===== src/hw/rtl/pcn_pkg.sv =====
// Package for the perpetual calendar navigator: field widths, mode codes,
// month tables and the status word passed from the year walker.
// No dependencies.
`timescale 1ns / 1ps

package pcn_pkg;

	localparam int YEAR_W  = 14;
	localparam int MONTH_W = 4;
	localparam int MLEN_W  = 5;
	localparam int WDAY_W  = 3;
	localparam int MODE_W  = 3;

	// Item modes
	localparam logic [MODE_W-1:0] MODE_LOAD       = 3'd0;
	localparam logic [MODE_W-1:0] MODE_NEXT_YEAR  = 3'd1;
	localparam logic [MODE_W-1:0] MODE_PREV_YEAR  = 3'd2;
	localparam logic [MODE_W-1:0] MODE_NEXT_MONTH = 3'd3;
	localparam logic [MODE_W-1:0] MODE_PREV_MONTH = 3'd4;

	localparam logic [MONTH_W-1:0] JANUARY  = 4'd1;
	localparam logic [MONTH_W-1:0] FEBRUARY = 4'd2;
	localparam logic [MONTH_W-1:0] DECEMBER = 4'd12;

	// Status of the year walker
	typedef struct packed {
		logic                at_target;
		logic                leap;
		logic [WDAY_W-1:0]   jan1_wday;
	} pcn_walk_t;

	// Days in a month of a common year
	function automatic logic [MLEN_W-1:0] month_days(input logic [MONTH_W-1:0] m);
		logic [MLEN_W-1:0] d;
		case (m)
			4'd2:                 d = 5'd28;
			4'd4, 4'd6, 4'd9, 4'd11: d = 5'd30;
			default:              d = 5'd31;
		endcase
		return d;
	endfunction

	// Days before the month in a common year, reduced modulo 7
	function automatic logic [WDAY_W-1:0] month_offset7(input logic [MONTH_W-1:0] m);
		logic [WDAY_W-1:0] o;
		case (m)
			4'd2:    o = 3'd3;
			4'd3:    o = 3'd3;
			4'd4:    o = 3'd6;
			4'd5:    o = 3'd1;
			4'd6:    o = 3'd4;
			4'd7:    o = 3'd6;
			4'd8:    o = 3'd2;
			4'd9:    o = 3'd5;
			4'd10:   o = 3'd0;
			4'd11:   o = 3'd3;
			4'd12:   o = 3'd5;
			default: o = 3'd0;
		endcase
		return o;
	endfunction

endpackage


===== src/hw/rtl/pcn_year_walk.sv =====
// Year walker: one shared step unit that moves a year position by one per
// cycle while enabled toward a target, keeping the weekday of 1 January and leap residues.
// Depends on pcn_pkg.
`timescale 1ns / 1ps

module pcn_year_walk #(
	parameter int EPOCH_YEAR = 1900
) (
	input  logic                       clk,
	input  logic                       arst_n,
	input  logic                       en,
	input  logic [pcn_pkg::YEAR_W-1:0] target,
	output pcn_pkg::pcn_walk_t         status
);
	import pcn_pkg::*;

	localparam logic [YEAR_W-1:0] EPOCH = YEAR_W'(EPOCH_YEAR);
	localparam logic [1:0]        R4_0   = 2'(EPOCH_YEAR % 4);
	localparam logic [6:0]        R100_0 = 7'(EPOCH_YEAR % 100);
	localparam logic [8:0]        R400_0 = 9'(EPOCH_YEAR % 400);

	logic [YEAR_W-1:0] year_q;
	logic [WDAY_W-1:0] wday_q;
	logic [1:0]        r4_q;
	logic [6:0]        r100_q;
	logic [8:0]        r400_q;

	logic              at;
	logic              fwd;
	logic              leap_cur;
	logic              leap_dn;
	logic [1:0]        r4_dn;
	logic [6:0]        r100_dn;
	logic [8:0]        r400_dn;
	logic [1:0]        r4_up;
	logic [6:0]        r100_up;
	logic [8:0]        r400_up;
	logic [3:0]        wsum;
	logic [WDAY_W-1:0] wday_nxt;

	// Compare and residue arithmetic
	always_comb begin
		at       = (year_q == target);
		fwd      = (target > year_q);
		leap_cur = (r400_q == 9'd0) || ((r4_q == 2'd0) && (r100_q != 7'd0));

		r4_up   = r4_q + 2'd1;
		r100_up = (r100_q == 7'd99)  ? 7'd0 : r100_q + 7'd1;
		r400_up = (r400_q == 9'd399) ? 9'd0 : r400_q + 9'd1;
		r4_dn   = r4_q - 2'd1;
		r100_dn = (r100_q == 7'd0) ? 7'd99  : r100_q - 7'd1;
		r400_dn = (r400_q == 9'd0) ? 9'd399 : r400_q - 9'd1;
		leap_dn = (r400_dn == 9'd0) || ((r4_dn == 2'd0) && (r100_dn != 7'd0));

		// A year shifts the weekday by 1, or 2 when it is a leap year
		if (fwd) begin
			wsum = {1'b0, wday_q} + (leap_cur ? 4'd2 : 4'd1);
		end else begin
			wsum = {1'b0, wday_q} + 4'd7 - (leap_dn ? 4'd2 : 4'd1);
		end
		wday_nxt = (wsum >= 4'd7) ? WDAY_W'(wsum - 4'd7) : WDAY_W'(wsum);
	end

	// Advance one year per cycle toward the target while enabled
	always_ff @(posedge clk or negedge arst_n) begin
		if (!arst_n) begin
			year_q <= EPOCH;
			wday_q <= '0;
			r4_q   <= R4_0;
			r100_q <= R100_0;
			r400_q <= R400_0;
		end else if (en && !at) begin
			wday_q <= wday_nxt;
			if (fwd) begin
				year_q <= year_q + 1'b1;
				r4_q   <= r4_up;
				r100_q <= r100_up;
				r400_q <= r400_up;
			end else begin
				year_q <= year_q - 1'b1;
				r4_q   <= r4_dn;
				r100_q <= r100_dn;
				r400_q <= r400_dn;
			end
		end
	end

	assign status.at_target = at;
	assign status.leap      = leap_cur;
	assign status.jan1_wday = wday_q;

endmodule


===== src/hw/rtl/perpetual_calendar_navigator_unit.sv =====
// Perpetual calendar navigator top level: item decode, month/year state,
// sequencer around the year walker and the output word register.
// Depends on pcn_pkg and pcn_year_walk.
`timescale 1ns / 1ps

// An accepted item drives the year walker from Y_old, the year of the
// previous item's result (the reset year before the first item), to Y_new,
// the year after this item, and then its word is registered. The walker
// moves its position by one year per cycle while the sequencer is walking
// and keeps it between items, so month and single year steps take at most
// one year step and a load walks the distance between the two years. The
// input side accepts one item at a time; a finished word may wait in the
// output register while the next item is taken.
module perpetual_calendar_navigator_unit #(
	parameter int MAX_YEAR   = 9999,
	parameter int EPOCH_YEAR = 1900
) (
	input  logic        clk,
	input  logic        arst_n,
	input  logic        s_tvalid,
	output logic        s_tready,
	// mode[2:0], load_month[6:3], load_year[20:7], zero fill [23:21]
	input  logic [23:0] s_tdata,
	output logic        m_tvalid,
	input  logic        m_tready,
	// month_now[3:0], year_now[17:4], month_length[22:18],
	// first_weekday[25:23], bad_month[26], zero fill [31:27]
	output logic [31:0] m_tdata
);
	import pcn_pkg::*;

	localparam logic [YEAR_W-1:0] YMAX = YEAR_W'(MAX_YEAR);

	typedef enum logic [2:0] {
		ST_IDLE = 3'b001,
		ST_WALK = 3'b010,
		ST_DONE = 3'b100
	} state_t;

	state_t             state_q;
	logic [MONTH_W-1:0] month_q;
	logic [YEAR_W-1:0]  year_q;
	logic               bad_q;
	logic               m_tvalid_q;
	logic [31:0]        m_tdata_q;

	logic [MODE_W-1:0]  in_mode;
	logic [MONTH_W-1:0] in_month;
	logic [YEAR_W-1:0]  in_year;
	logic               accept;
	logic [MONTH_W-1:0] month_nxt;
	logic [YEAR_W-1:0]  year_nxt;
	logic               bad_nxt;
	logic               out_free;
	pcn_walk_t          walk;
	logic [MLEN_W-1:0]  mlen;
	logic [3:0]         wsum;
	logic [WDAY_W-1:0]  wday;

	assign in_mode  = s_tdata[2:0];
	assign in_month = s_tdata[6:3];
	assign in_year  = s_tdata[20:7];
	assign s_tready = (state_q == ST_IDLE);
	assign accept   = s_tvalid && s_tready;
	assign out_free = !m_tvalid_q || m_tready;

	// Decode the item into the next month and year
	always_comb begin
		month_nxt = month_q;
		year_nxt  = year_q;
		bad_nxt   = 1'b0;
		case (in_mode)
			MODE_LOAD: begin
				if (in_month >= JANUARY && in_month <= DECEMBER) begin
					month_nxt = in_month;
					year_nxt  = (in_year > YMAX) ? YMAX : in_year;
				end else begin
					bad_nxt = 1'b1;
				end
			end
			MODE_NEXT_YEAR: begin
				if (year_q < YMAX) year_nxt = year_q + 1'b1;
			end
			MODE_PREV_YEAR: begin
				if (year_q != '0) year_nxt = year_q - 1'b1;
			end
			MODE_NEXT_MONTH: begin
				if (month_q < DECEMBER) begin
					month_nxt = month_q + 1'b1;
				end else if (year_q < YMAX) begin
					month_nxt = JANUARY;
					year_nxt  = year_q + 1'b1;
				end
			end
			MODE_PREV_MONTH: begin
				if (month_q > JANUARY) begin
					month_nxt = month_q - 1'b1;
				end else if (year_q != '0) begin
					month_nxt = DECEMBER;
					year_nxt  = year_q - 1'b1;
				end
			end
			default: ;
		endcase
	end

	pcn_year_walk #(
		.EPOCH_YEAR(EPOCH_YEAR)
	) u_walk (
		.clk   (clk),
		.arst_n(arst_n),
		.en    (state_q == ST_WALK),
		.target(year_q),
		.status(walk)
	);

	// Month length and weekday of the first day from the walker's result
	always_comb begin
		mlen = month_days(month_q) +
			MLEN_W'((month_q == FEBRUARY && walk.leap) ? 1 : 0);
		wsum = {1'b0, walk.jan1_wday} + {1'b0, month_offset7(month_q)} +
			4'((month_q > FEBRUARY && walk.leap) ? 1 : 0);
		wday = (wsum >= 4'd7) ? WDAY_W'(wsum - 4'd7) : WDAY_W'(wsum);
	end

	// Sequencer and state
	always_ff @(posedge clk or negedge arst_n) begin
		if (!arst_n) begin
			state_q <= ST_IDLE;
			month_q <= JANUARY;
			year_q  <= YEAR_W'(1900);
			bad_q   <= 1'b0;
		end else begin
			case (state_q)
				ST_IDLE: begin
					if (accept) begin
						month_q <= month_nxt;
						year_q  <= year_nxt;
						bad_q   <= bad_nxt;
						state_q <= ST_WALK;
					end
				end
				ST_WALK: begin
					if (walk.at_target) state_q <= ST_DONE;
				end
				ST_DONE: begin
					if (out_free) state_q <= ST_IDLE;
				end
				default: state_q <= ST_IDLE;
			endcase
		end
	end

	// Hold the output word until it is taken
	always_ff @(posedge clk or negedge arst_n) begin
		if (!arst_n) begin
			m_tvalid_q <= 1'b0;
		end else if (state_q == ST_DONE && out_free) begin
			m_tvalid_q <= 1'b1;
		end else if (m_tready) begin
			m_tvalid_q <= 1'b0;
		end
	end

	always_ff @(posedge clk) begin
		if (state_q == ST_DONE && out_free) begin
			m_tdata_q <= {5'd0, bad_q, wday, mlen, year_q, month_q};
		end
	end

	assign m_tvalid = m_tvalid_q;
	assign m_tdata  = m_tdata_q;

endmodule


===== config.mk =====
export PLATFORM = sky130hd
export DESIGN_NAME = perpetual_calendar_navigator_unit
export DESIGN_NICKNAME = d
export VERILOG_FILES = /design/src/hw/rtl/pcn_pkg.sv /design/src/hw/rtl/pcn_year_walk.sv /design/src/hw/rtl/perpetual_calendar_navigator_unit.sv
export SDC_FILE = /design/constraint.sdc
export NUM_CORES = 1
export LEC_CHECK = 0
export ABC_AREA = 1
export ABC_CLOCK_PERIOD_IN_PS = 6900
export BUFFER_PORTS_ARGS = -buffer_cell sky130_fd_sc_hd__buf_2
export CORE_UTILIZATION = 49
export DETAILED_ROUTE_END_ITERATION = 10
export PLACE_DENSITY = 0.68
export SYNTH_ARGS = -nofsm -noshare
export SYNTH_HDL_FRONTEND = slang
export SYNTH_SLANG_ARGS = --single-unit

===== constraint.sdc =====
create_clock -name clk -period 6.9 [get_ports clk]
set_clock_uncertainty 0.15 [all_clocks]
set_input_delay 0.69 -clock clk [delete_from_list [all_inputs] [get_ports clk]]
set_output_delay 0.69 -clock clk [all_outputs]
set_load 0.005 [all_outputs]

# Word level (Yosys, flattened, before mapping)
# Memory sizes are Yosys's and may differ from the RTL's.
# Index checks and enable logic that the tools add are counted.
[word_totals]
register_bits = 85
rom_bits = 48
inputBits = 28
out_inout_bits = 34
word_cells = 132
mem_count = 1
[memory_table]
columns = ["memory", "words", "word_bits", "read_ports", "rd_clocked_by_memory_dff", "write_ports", "line_no", "rtl"]
rows = [
  ["(name not given)", 16, 3, 1, 0, 0, "pcn_pkg.sv:46", "case (m)"],
]
[classes]
n_addsub = 20
order_cmp = 10
eq_ne = 23
mux = 37
n_reduce_logical = 30
[op_table]
columns = ["cell", "n"]
rows = [
  ["2-to-1 mux 14 bit", 7],
  ["one-hot mux 14 bit (5 select lines)", 1],
  ["adder 14 x 1 -> 14 bit (second input constant)", 2],
  ["subtractor 14 x 1 -> 14 bit (second input constant)", 2],
  ["2-to-1 mux 9 bit", 3],
  ["2-to-1 mux 4 bit", 6],
  ["2-to-1 mux 7 bit", 3],
  ["logical NOT 9 bit", 2],
  ["2-to-1 mux 3 bit", 5],
  ["equality test 14 bit", 1],
  ["greater-than comparator 14 bit", 1],
  ["greater-than comparator 14 bit (second input constant)", 1],
  ["< comparator 14 bit (second input constant)", 1],
  ["nonzero test 14 bit", 1],
  ["nonzero test 7 bit", 2],
  ["one-hot mux 4 bit (3 select lines)", 1],
  ["AND reduction 6 bit", 2],
  ["inequality test 2 bit (second input constant)", 5],
  ["adder 9 x 1 -> 9 bit (second input constant)", 1],
  ["equality test 3 x 2 -> 1 bit (second input constant)", 3],
  ["equality test 9 bit (second input constant)", 1],
  ["one-hot mux 3 bit (3 select lines)", 1],
  ["subtractor 9 x 1 -> 9 bit (second input constant)", 1],
  ["equality test 4 x 3 -> 1 bit (second input constant)", 2],
  ["other kinds (41)", 65],
]

# Logic depth before layout (Yosys ltp)
[logic_depth]
ltp_word = 10
ltp_mapped = 23

# Hierarchy
# From an unflattened synthesis, not the netlist that was laid out.
[unflattened]
cells_unflattened = 973
area_unflattened_um2 = 7051.8
[by_module_without_submodules]
columns = ["module", "n_inst", "cells_per_inst", "area_per_inst_um2", "seq_area_each_um2"]
rows = [
  ["pcn_year_walk", 1, 487, 3548.4, 889.6],
  ["perpetual_calendar_navigator_unit", 1, 486, 3503.4, 1337.5],
]

# Worst setup path after synthesis
# OpenSTA, ideal clock, no wires.
[synth_path]
path_kind = "reg-to-reg"
start = "reg u_walk.r100_q[0]"
end = "reg m_tdata_q[24] (netlist: m_tdata[24]) (data pin)"
setup_time_ns = 0.260
arrival_ns = 2.921
setup_slack_ns = 3.569
path_stages_with_launch = 16
path_buffers = 0
synth_period_minus_slack_ns = 3.331
path_cell_list = "dfrtp_1 > inv_1 > ha_1 > inv_1 > nor2_1 > nand2_1 > a21oi_1 > inv_1 > o21ai_0 > fa_1 > inv_1 > fa_1 > ha_1 > inv_1 > o21ai_0 > mux2_2"
[synth_via]
elab_chain_len = 8
[synth_rtl]
columns = ["item", "line_no", "rtl"]
rows = [
  ["from (decl)", "pcn_year_walk.sv:25", "logic [6:0] r100_q;"],
  ["from (signal assigned)", "pcn_year_walk.sv:77", "r100_q <= r100_up;"],
  ["from (signal assigned)", "pcn_year_walk.sv:82", "r100_q <= r100_dn;"],
  ["nonzero test 7 bit *", "pcn_year_walk.sv:45", "leap_cur = (r400_q == 9'd0) || ((r4_q == 2'd0) && (r100_q != 7'd0));"],
  ["logical AND 1 bit *", "pcn_year_walk.sv:45", ""],
  ["logical OR 1 bit *", "pcn_year_walk.sv:45", ""],
  ["logical AND 1 bit *", "perpetual_calendar_navigator_unit.sv:122", "4'((month_q > FEBRUARY && walk.leap) ? 1 : 0);"],
  ["2-to-1 mux 1 bit *", "perpetual_calendar_navigator_unit.sv:122", ""],
  ["adder 4 x 1 -> 4 bit *", "perpetual_calendar_navigator_unit.sv:121", "wsum = {1'b0, walk.jan1_wday} + {1'b0, month_offset7(month_q)} +"],
  ["greater-or-equal comparator 4 x 3 -> 1 bit / subtractor 3 bit (equally long branches)", "perpetual_calendar_navigator_unit.sv:123", "wday = (wsum >= 4'd7) ? WDAY_W'(wsum - 4'd7) : WDAY_W'(wsum);"],
  ["2-to-1 mux 3 bit *", "perpetual_calendar_navigator_unit.sv:123", ""],
  ["named net wday[1]", "perpetual_calendar_navigator_unit.sv:58", "logic [WDAY_W-1:0] wday;"],
  ["to (signal assigned)", "perpetual_calendar_navigator_unit.sv:167", "m_tdata_q <= {5'd0, bad_q, wday, mlen, year_q, month_q};"],
  ["to (decl)", "perpetual_calendar_navigator_unit.sv:45", "logic [31:0] m_tdata_q;"],
]
# Mark *: on every way through the listed nets, which the timed path passes. The rest lies on a longest branch.
# A chain may end at the register's enable or synchronous reset.

# Final worst setup path
[layout_path]
start = "reg u_walk.year_q[5]"
end = "reg u_walk.year_q[13]"
[layout_via]
elab_chain_len = 3
[layout_rtl]
columns = ["item", "line_no", "rtl"]
rows = [
  ["from (decl)", "pcn_year_walk.sv:22", "logic [YEAR_W-1:0] year_q;"],
  ["from (signal assigned)", "pcn_year_walk.sv:75", "year_q <= year_q + 1'b1;"],
  ["from (signal assigned)", "pcn_year_walk.sv:80", "year_q <= year_q - 1'b1;"],
  ["parallel branches: the longest is 3 deep, another holds subtractor 14 x 1 -> 14 bit", "n/a", ""],
]
# Parallel ways; which one is timed is not known.

==> flow_summary_export.csv <==
group,metric,value,unit
finish,areaGrowthSynthToFinish,9.76,%
drt,drt_iter0_markers,393,
clock_network,root_buffer,"clkbuf_16",
finish,n_antenna_cell,0,
setup_path,path_max_fanout,22,
sta,slew_headroom,44.6,%
logic_synthesis,synth_ff_type,"dfrtp_1",
finish,design_area,7300,um2
grt,grt_overflow_total,0,
placement,dpl_cell_area,7020,um2
clock_network,cts_tree,"done",
drt,wl_per_cell,13.5,um
sta,fin_crit_sh,56.3,%
logic_synthesis,postSynthAreaPerCell,7.54,um2
sta,clock.fmax,258,MHz
clock_network,cts_setup_buffers,0,
logic_synthesis,synth_cells,883,
clock_network,clk_pin_slew,0.06,ns
clock_network,cts_buffers,9,
finish,layout_common_cells,"212 x nand2_1, 103 x inv_1, 74 x o21ai_0",
finish,fill_cells,1302,
power_and_ir_drop,power,4.21,mW
logic_synthesis,netlist_area,6650,um2
sta,period_minus_slack,3.88,ns
finish,layout_commonest_cell,"nand2_1",
finish,regArea,2230,um2
sta,rsz0062_at_grt,"false",
placement,dpl.hpwl,11000,um
logic_synthesis,async_flop_share,69.9,%
grt,grt_pass1_wl,25600,um
grt,grt_max_degree,59,
power_and_ir_drop,power_density,577,nW/um2
drt,wirelength,15000,um
sta,slew_violations,0,
clock_network,clkSinkCount,83,
placement,dp_slack,3.02,ns
grt,grt_usage,22.5,%
setup_path,cp.arrival,3.97,ns
setup_path,crit_type,"reg2reg",
die,die_area,14000,um2
setup_path,cp-start-kind,"register",
clock_network,clk_latency,0.34,ns
die,io_pins,62,
sta,setup_slack,3.02,ns
drt,ant_nets,0,
logic_synthesis,synthDistinctLibCells,54,
finish,final_layout_size_suffix_gt1_share,12.7,%
die,core_area,13200,um2
min_path,min_path_type,"reg2reg",
grt,antenna_found_initial,0,
placement,io_buffer_count,53,
power_and_ir_drop,ir_drop,359,uV
run,cap_violations,0,
die,start_util,50.2,%
sta,setup_tns,0,ns
clock_network,cts_hold_buf,0,
placement,gp_congestion,0.856,
finish,utilization,55.1,%
sta,final-setup-viol-count,0,
clock_network,clock_path_buffers,2,
drt,routed_via_density,5.32,
setup_path,end_kind,"register",
clock_network,htree_levels,3,
sta,worstMarginPinSlew,0.830,ns
die,placementRows,42,
setup_path,crit_required,6.99,ns
outcome,status,"finished, final reports clean",
finish,nets,1025,
power_and_ir_drop,p_leak,3.52,nW
grt,first_global_vias,5427,
logic_synthesis,synth_edf_count,25,
drt,vias,5912,
die,die_y,119,um
die,die_w,119,um
drt,drc,0,
logic_synthesis,yosysSeqAreaShare,33.5,%
clock_network,post_cts_resized,0,
sta,finalHoldViolCount,0,
finish,multiInputGateArea,3870,um2
drt,dr.pass1.iters,7,
logic_synthesis,ys_ff_latch,83,
logic_synthesis,ys.warnings.count,0,
## layer usage
| metal | vias to the layer above | global-route usage (%) | wire length [um] |
|---|---|---|---|
| li1 | 3046 | - | - |
| met3 | 15 | 3.47 | 656 |
| met2 | 134 | 36.1 | 6640 |
| met4 | 0 | 7.04 | 195 |
| met1 | 2717 | 31.3 | 7550 |
| met5 | - | 0 | 0 |
## sequential cells by signal (all words and copies together) (netlist names)
| name | flops |
|---|---|
| month_q | 4 |
| bad_q | 1 |
| u_walk.wday_q | 3 |
| m_tdata | 25 |
| m_tvalid | 1 |
| state_q | 3 |
| year_q | 14 |
| u_walk.r4_q | 2 |
| u_walk.r400_q | 9 |
| u_walk.year_q | 14 |
| u_walk.r100_q | 7 |
## per-stage QoR
step	cells	hold WS, ns
2_1_floorplan	887	0.244
3_3_place_gp	1096	0.313
3_5_place_dp	1096	0.317
4_1_cts	1112	0.334
5_1_grt	1112	0.345
6_report	1112	0.333
## logic make-up (layout without fill, tap and decap cells)
group | Yosys count | count (layout) | synth area share, %
xor gates and xnor gates | 30 | 30 | 3.95
buffers and inverters | 131 | 180 | 8.67
adders and majority gates | 66 | 66 | 13.1
muxes | 1 | 1 | 0.169
other | 1 | 5 | 0.0564
and+or+nand+nor | 400 | 400 | 26.2
DFF | 83 | 83 | 33.5
AOI/OAI and AO/OA | 171 | 171 | 14.4
## worst max-delay path: stages (launching register included)
cell and delay [ns]:
dfstp_2 0.55, inv_1 0.05, ha_1 0.28, nand2_1 0.08, nor2_2 0.18, nand2_1 0.07
nand3_1 0.08, nand2_1 0.07, nand2_2 0.25, nand2_1 0.35, buf_4 0.35, ha_1 0.34
inv_1 0.09, nor3_1 0.26, nand4_1 0.14, o211ai_1 0.25, nand3_1 0.11, nand2_1 0.08
nand2_1 0.04
## cell type report
type,instances,area share [%]
inverters,108,5.76
well taps,176,3.02
multi-input cells,673,53.0
clock inverters,5,0.514
repair buffers,56,3.94
clock buffers,11,3.32
flip-flops and latches,83,30.5
## cells in the mapped netlist, drive strengths merged, types with 2 or more instances
| cell type | n | share of area (%) |
|---|---|---|
| a211oi | 2 | 0.23 |
| a21oi | 57 | 4.6 |
| a31oi | 8 | 0.75 |
| buf | 21 | 2.2 |
| clkbuf | 2 | 0.13 |
| dfrtp | 38 | 14 |
| dfstp | 20 | 7.9 |
| edfxtp | 25 | 11 |
| fa | 6 | 1.8 |
| ha | 60 | 11 |
| inv | 107 | 6.1 |
| nand2 | 215 | 12 |
| nand3 | 70 | 5.3 |
| nand3b | 3 | 0.34 |
| nand4 | 14 | 1.5 |
| nor2 | 75 | 4.6 |
| nor3 | 15 | 1.3 |
| o211ai | 6 | 0.68 |
| o21a | 5 | 0.56 |
| o21ai | 78 | 5.9 |
| o22ai | 5 | 0.47 |
| o31ai | 3 | 0.34 |
| or2 | 5 | 0.47 |
| xnor2 | 10 | 1.3 |
| xor2 | 20 | 2.6 |
## worst paths after layout
check                                             start                             to  slack, ns  cells after the start
min in group asynchronous                        arst_n   u_walk.r400_q[1]$_DFFE_PN0P_       0.37                      2
min                                   bad_q$_DFFE_PN0P_          m_tdata[26]$_DFFE_PP_       0.33                      0
max in group asynchronous                        arst_n   u_walk.year_q[7]$_DFFE_PN0P_       5.73                      2
min reg2reg                           bad_q$_DFFE_PN0P_          m_tdata[26]$_DFFE_PP_       0.33                      0
max                        u_walk.year_q[5]$_DFFE_PN1P_  u_walk.year_q[13]$_DFFE_PN0P_       3.02                     18
max reg2reg                u_walk.year_q[5]$_DFFE_PN1P_  u_walk.year_q[13]$_DFFE_PN0P_       3.02                     18
## power breakdown
| part | switching (mW) | internal, mW | total [mW] |
|---|---|---|---|
| clock network | 0.210 | 0.255 | 0.466 |
| registers | 0.233 | 0.783 | 1.02 |
| logic | 1.70 | 1.03 | 2.73 |
(Power assumes the default switching activity.)
